===== config.mk =====
export PLATFORM = sky130hd
export DESIGN_NAME = bpa_ram
export DESIGN_NICKNAME = d
export VERILOG_FILES = /design/src/hw/rtl/assert_macros.svh /design/src/hw/rtl/bpa_ram.sv
export SDC_FILE = /design/constraint.sdc
export NUM_CORES = 2
export LEC_CHECK = 0
export BUFFER_PORTS_ARGS = -buffer_cell sky130_fd_sc_hd__buf_2
export CAP_MARGIN = 20
export CORE_ASPECT_RATIO = 1.75
export CORE_MARGIN = 1.5
export CORE_UTILIZATION = 27
export CTS_CLUSTER_SIZE = 12
export DETAILED_ROUTE_END_ITERATION = 12
export PLACE_DENSITY = 0.36
export SLEW_MARGIN = 15
export SYNTH_ARGS = -nofsm -noshare
export SYNTH_HDL_FRONTEND = slang
export SYNTH_SLANG_ARGS = --single-unit

===== constraint.sdc =====
create_clock -name clk -period 2.6 [get_ports clk]
set_input_delay 0.26 -clock clk [delete_from_list [all_inputs] [get_ports clk]]
set_output_delay 0.26 -clock clk [all_outputs]
set_load 0.01 [all_outputs]

===== src/hw/rtl/assert_macros.svh =====
// Assertion macros used by the RTL core.
`ifndef ASSERT_MACROS_SVH
`define ASSERT_MACROS_SVH
`ifndef SYNTHESIS
// Assertion clocked on clk, disabled while rst_n is low.
`define ASSERT_CLK(lbl, prop, msg) \
    lbl: assert property (@(posedge clk) disable iff (!rst_n) prop) else $error(msg);
// Assertion with an explicit clock and active-low reset.
`define ASSERT_CLK_RST(lbl, c, r, prop, msg) \
    lbl: assert property (@(posedge c) disable iff (!r) prop) else $error(msg);
`else
`define ASSERT_CLK(lbl, prop, msg)
`define ASSERT_CLK_RST(lbl, c, r, prop, msg)
`endif
`endif


===== src/hw/rtl/bpa_ram.sv =====
// Generic single-write, single-read RAM with a registered read port.
module bpa_ram #(
    parameter int WIDTH = 8,
    parameter int DEPTH = 256
) (
    input  logic                     clk,
    input  logic                     we,
    input  logic [$clog2(DEPTH)-1:0] waddr,
    input  logic [WIDTH-1:0]         wdata,
    input  logic [$clog2(DEPTH)-1:0] raddr,
    output logic [WIDTH-1:0]         rdata
);

    logic [WIDTH-1:0] mem [0:DEPTH-1];

    always_ff @(posedge clk)
    begin
        if (we)
        begin
            mem[waddr] <= wdata;
        end
        rdata <= mem[raddr];
    end

endmodule


Yosys cells after proc, flatten, opt, wreduce, memory -nomap -nowiden
Memory sizes are Yosys's and may differ from the RTL's. A register that Yosys moved wholly into a read port is not among the register bits.
Index checks and enable logic that the tools add are counted.
- register bits after elaboration: 0
- bits in writable memories: 2048
- input port bits: 26
- memories kept: 1
- muxes and demuxes: 2
- memories (memory ; depth ; bits a word ; read ports ; clocked after memory_dff ; wr ports ; RTL line ; RTL):
    mem ; 256 ; 8 ; 1 ; 1 ; 1 ; bpa_ram.sv:14 ; logic [WIDTH-1:0] mem [0:DEPTH-1];
- operator list (kind ; count):
    1-bit two-way mux ; 2

Logic depth before layout (Yosys ltp)
- word-level depth: 2
- depth in mapped cells: 11
- gate-level depth less buffers: 6

Worst setup path before layout
OpenSTA, ideal clock, no wires.
- path kind: input to register
- start point: input port raddr[0]
- end point: register rdata[2] (read register of mem)
- setup time: 0.131 ns
- arrival time: 2.067 ns
- data required time: 2.469 ns
- path slack: 0.402 ns
- cell stages on the path: 9
- path buffers: 4
- cells stage by stage: buf_6 > buf_12 > buf_8 > buf_2 > mux4_2 > a22oi_1 > a21oi_1 > nor4_1 > nor4_2
- RTL lines (item ; RTL line ; RTL):
    from (decl) ; bpa_ram.sv:10 ; input logic [$clog2(DEPTH)-1:0] raddr,
    to (decl) ; bpa_ram.sv:11 ; output logic [WIDTH-1:0] rdata

==> metrics.md <==
| Metric | Value |
|---|---|
| Clk_skew | `0.0464 ns` |
| WL per Instance | `30.8 microns` |
| Synth async-reset ratio | `0%` |
| Leakage power | `~31 nW` |
| Fin cells | `8460` |
| RSZ-0062 raised after global routing | `true` |
| Number of H-tree levels | `4` |
| Hold Vio Cnt, Final | `0` |
| Max Fclk | `388 MHz` |
| CTS tree | `built` |
| Critical path, cell by cell | `mux4_2 -> mux4_2 -> nor2b_4 -> nor4_4 -> buf_4 -> nor4_2` |
| Clock Sinks | `2056` |
| Total CTS buffers | `208` |
| Synthesis Warnings | `0` |
| Initial Util | `27.1%` |
| Area grow syn2layout | `20.9%` |
| Setup WS post-layout | `0.0244 ns` |
| Nets@finish | `4537` |
| Dpl cells | `8135` |
| Slew Limit Fails | `0` |
| Rows | `263` |
| Die span in x | `between 400 and 500 microns` |
| Hold Slack | `roughly 0.075 ns` |
| Antenna Nets Post-Route | `0` |
| Delay-heaviest family, CP | `multiplexers` |
| Largest area contributor in the netlist | `edfxtp_1` |
| DR vias/cell | `approximately 4.7` |
| Relative slew slack | `39.5%` |
| Dpl cell area | `approximately 90000 sq um` |
| Clock power share | `approximately 40%` |
| Crit-path slowest cell | `mux4_2` |
| Synth top cells by count | `2048 x edfxtp_1, 454 x mux4_2, 282 x nor2_1` |
| Sequential area share after synthesis | `77.5%` |
| Vias in the first global route | `43.2k` |
| Yosys reg bits | `2056` |
| Most Frequent Cell on Critical Path | `mux4_2` |
| Wirelength, routed | `261 mm` |
| Post-Syn Instances | `3733` |
| CP startpoint kind | `flop` |
| Setup Slack @ Placement | `-1.21 ns` |
| Routed length on met3 | `7.79 mm` |
| M1 WL | `98.7 mm` |
| Critical Path RT | `3.34 ns` |
| Pint | `around 53 mW` |
| Distinct cell type count after synthesis | `55` |
| Setup TNS | `0 ns` |
| Hold Path Class | `in2reg` |
| # fillers | `27.9k` |
| Dpl hpwl | `181 mm` |
| Initial antenna violation count | `15` |
| Clock Latency Late Sink | `a little under 0.9 ns` |
| Die Span Y | `721 microns` |
| Reg area | `just over 60000 sq um` |
| R2R Setup Slk | `0.02 ns` |
| Gpl congestion | `0.789` |
| Util after Layout | `32.8%` |
| Global-route wire length before repair | `approximately 360 mm` |
| Wire length on met2 | `149 mm` |
| CP endpoint kind | `flop` |
| Top sig layer | `met5` |
| Critical path's largest stage delay | `roughly 0.6 ns` |
| Largest net degree at the start of global routing | `104` |
| Top cell type's share of synthesized area | `77.3%` |
| GRT overflow | `0` |
| Post-synth EDFFs | `2048` |
| Clock tree buffer depth | `4` |
| Initial DRC count | `3007` |
| Port-buffer cells | `33` |
| CTS root buf | `clkbuf_16` |
| Outcome | `finished clean` |
| Crit Path Class | `reg2reg` |
| Max_cap viols | `0` |
| Fin area | `96200 sq um` |
| Final period util | `99.1%` |
| Worst slew pin tran | `0.896 ns` |
| Worst ir drop on vdd | `0.505 mV` |
| Footprint of the multi-input gates | `16700 sq um` |
| Clock transition at the registers of the reported paths | `around 0.060 ns` |
| Routed vias | `39.8k` |
| Area contributors post-synth | `edfxtp_1 77%, mux4_2 13%, mux2i_1 1.7%` |
| Post-synth top flop | `edfxtp_1` |
| Layout cells sized above 1 | `between 30% and 40%` |
| Mapped cell area | `79600 sq um` |
| Gr usage total | `17.5%` |
| Drt first pass iters | `6` |
| Net count after synthesis | `around 3.8k` |
| Core area | `293000 sq um` |
| Switching Share | `22.3%` |
| Overall Power | `approximately 68 mW` |
| Power Dens Cells | `711 nW/um^2` |
| Count leader, synth | `edfxtp_1` |
| Bufs and invs on worst path | `1` |
| Die area | `between 200000 and 300000 sq um` |
| Sequential share of power | `between 50 and 60%` |
| Setup bufs post-CTS | `0` |
| Crit path DAT | `3.31 ns` |
| Io pins | `34` |
| Avg Cell Area, Syn | `21.3 sq um` |
| Combinational Power Share | `under 10%` |
| CP max FO | `1` |
| Setup-failing EPs final | `0` |
| DRC violation count after routing | `0` |
| Psw | `15.3 mW` |
| Period minus WS final | `approximately 2.6 ns` |
[repair_timing]
item	4_1_cts	5_1_grt
endpoints found under the setup margin	7	2
hold buffers	9	0
hold endpoints to repair	451	0
gates resized for setup	12	3
pin swaps	2	1
[area by class of cell]
cell class,instances,area share [%]
Tap cell,3842,5.00
Clock inverter,40,0.259
Sequential cell,2056,64.1
Multi-Input combinational cell,1442,17.3
Timing Repair Buffer,801,7.53
Clock buffer,270,5.76
Antenna cell,7,0.0182
Inverter,2,0.00781
[power by group through the flow]
stage	Clock [mW]	Combinational, mW	Sequential, mW
final	27.5	4.25	36.6
after global routing	29.4	4.52	36.6
after CTS	28.5	4.43	36.6
after detailed placement	0	4.39	37.3
after global placement	0	4.37	37.3
after floorplan	0	1.77	37.3
[registers in the layout (all words and copies together) (netlist names)]
name and count:
mem 2048, rdata 8
[worst register-to-register path, delay by kind of cell, from the launching register on]
| kind | cells | cell delay, ns |
|---|---|---|
| buffers and inverters | 1 | 0.25 |
| and+or+nand+nor | 3 | 0.75 |
| DFF | 1 | 0.35 |
| muxes | 2 | 1.10 |
[cells in the final DEF (no fill, tap or decap), drive strengths merged, types with 16 or more instances in the layout]
cell    Yosys  final
nor4       27     27
a21oi      96     96
nand2      33     33
clkinv      1     34
o22ai      28     28
nor2      282    282
nor2b      31     31
buf       122    791
nand3      34     34
nor3       22     22
edfxtp   2048   2048
clkbuf    111    270
a22oi     133    133
a211oi     16     16
mux2i     134    134
o221ai     47     47
mux4      456    456
[kinds of logic (layout without fill, tap and decap cells)]
logic type / Yosys count / count (layout) / synth area share [%]
compound gates: 385 / 385 / 3.42
buf+inv: 235 / 1113 / 1.83
flops: 2056 / 2056 / 77.5
mux: 591 / 591 / 14.6
other cells: 0 / 7 / 0
simple gates: 466 / 466 / 2.63
[final timing paths]
path         startpoint     endpoint  cells past startpoint
max          mem[83][1]     rdata[1]                      6
min            waddr[5]  mem[181][0]                      3
max reg2reg  mem[83][1]     rdata[1]                      6
min reg2reg  mem[40][3]     rdata[3]                      7
[per-layer routing]
metal | vias up | global-route usage [%]
li1 | 17200 | -
met1 | 21700 | 20.0
met2 | 662 | 34.1
met3 | 279 | 1.93
met4 | 6 | 4.08
met5 | - | 0
Power figures use the tool's default switching activity.
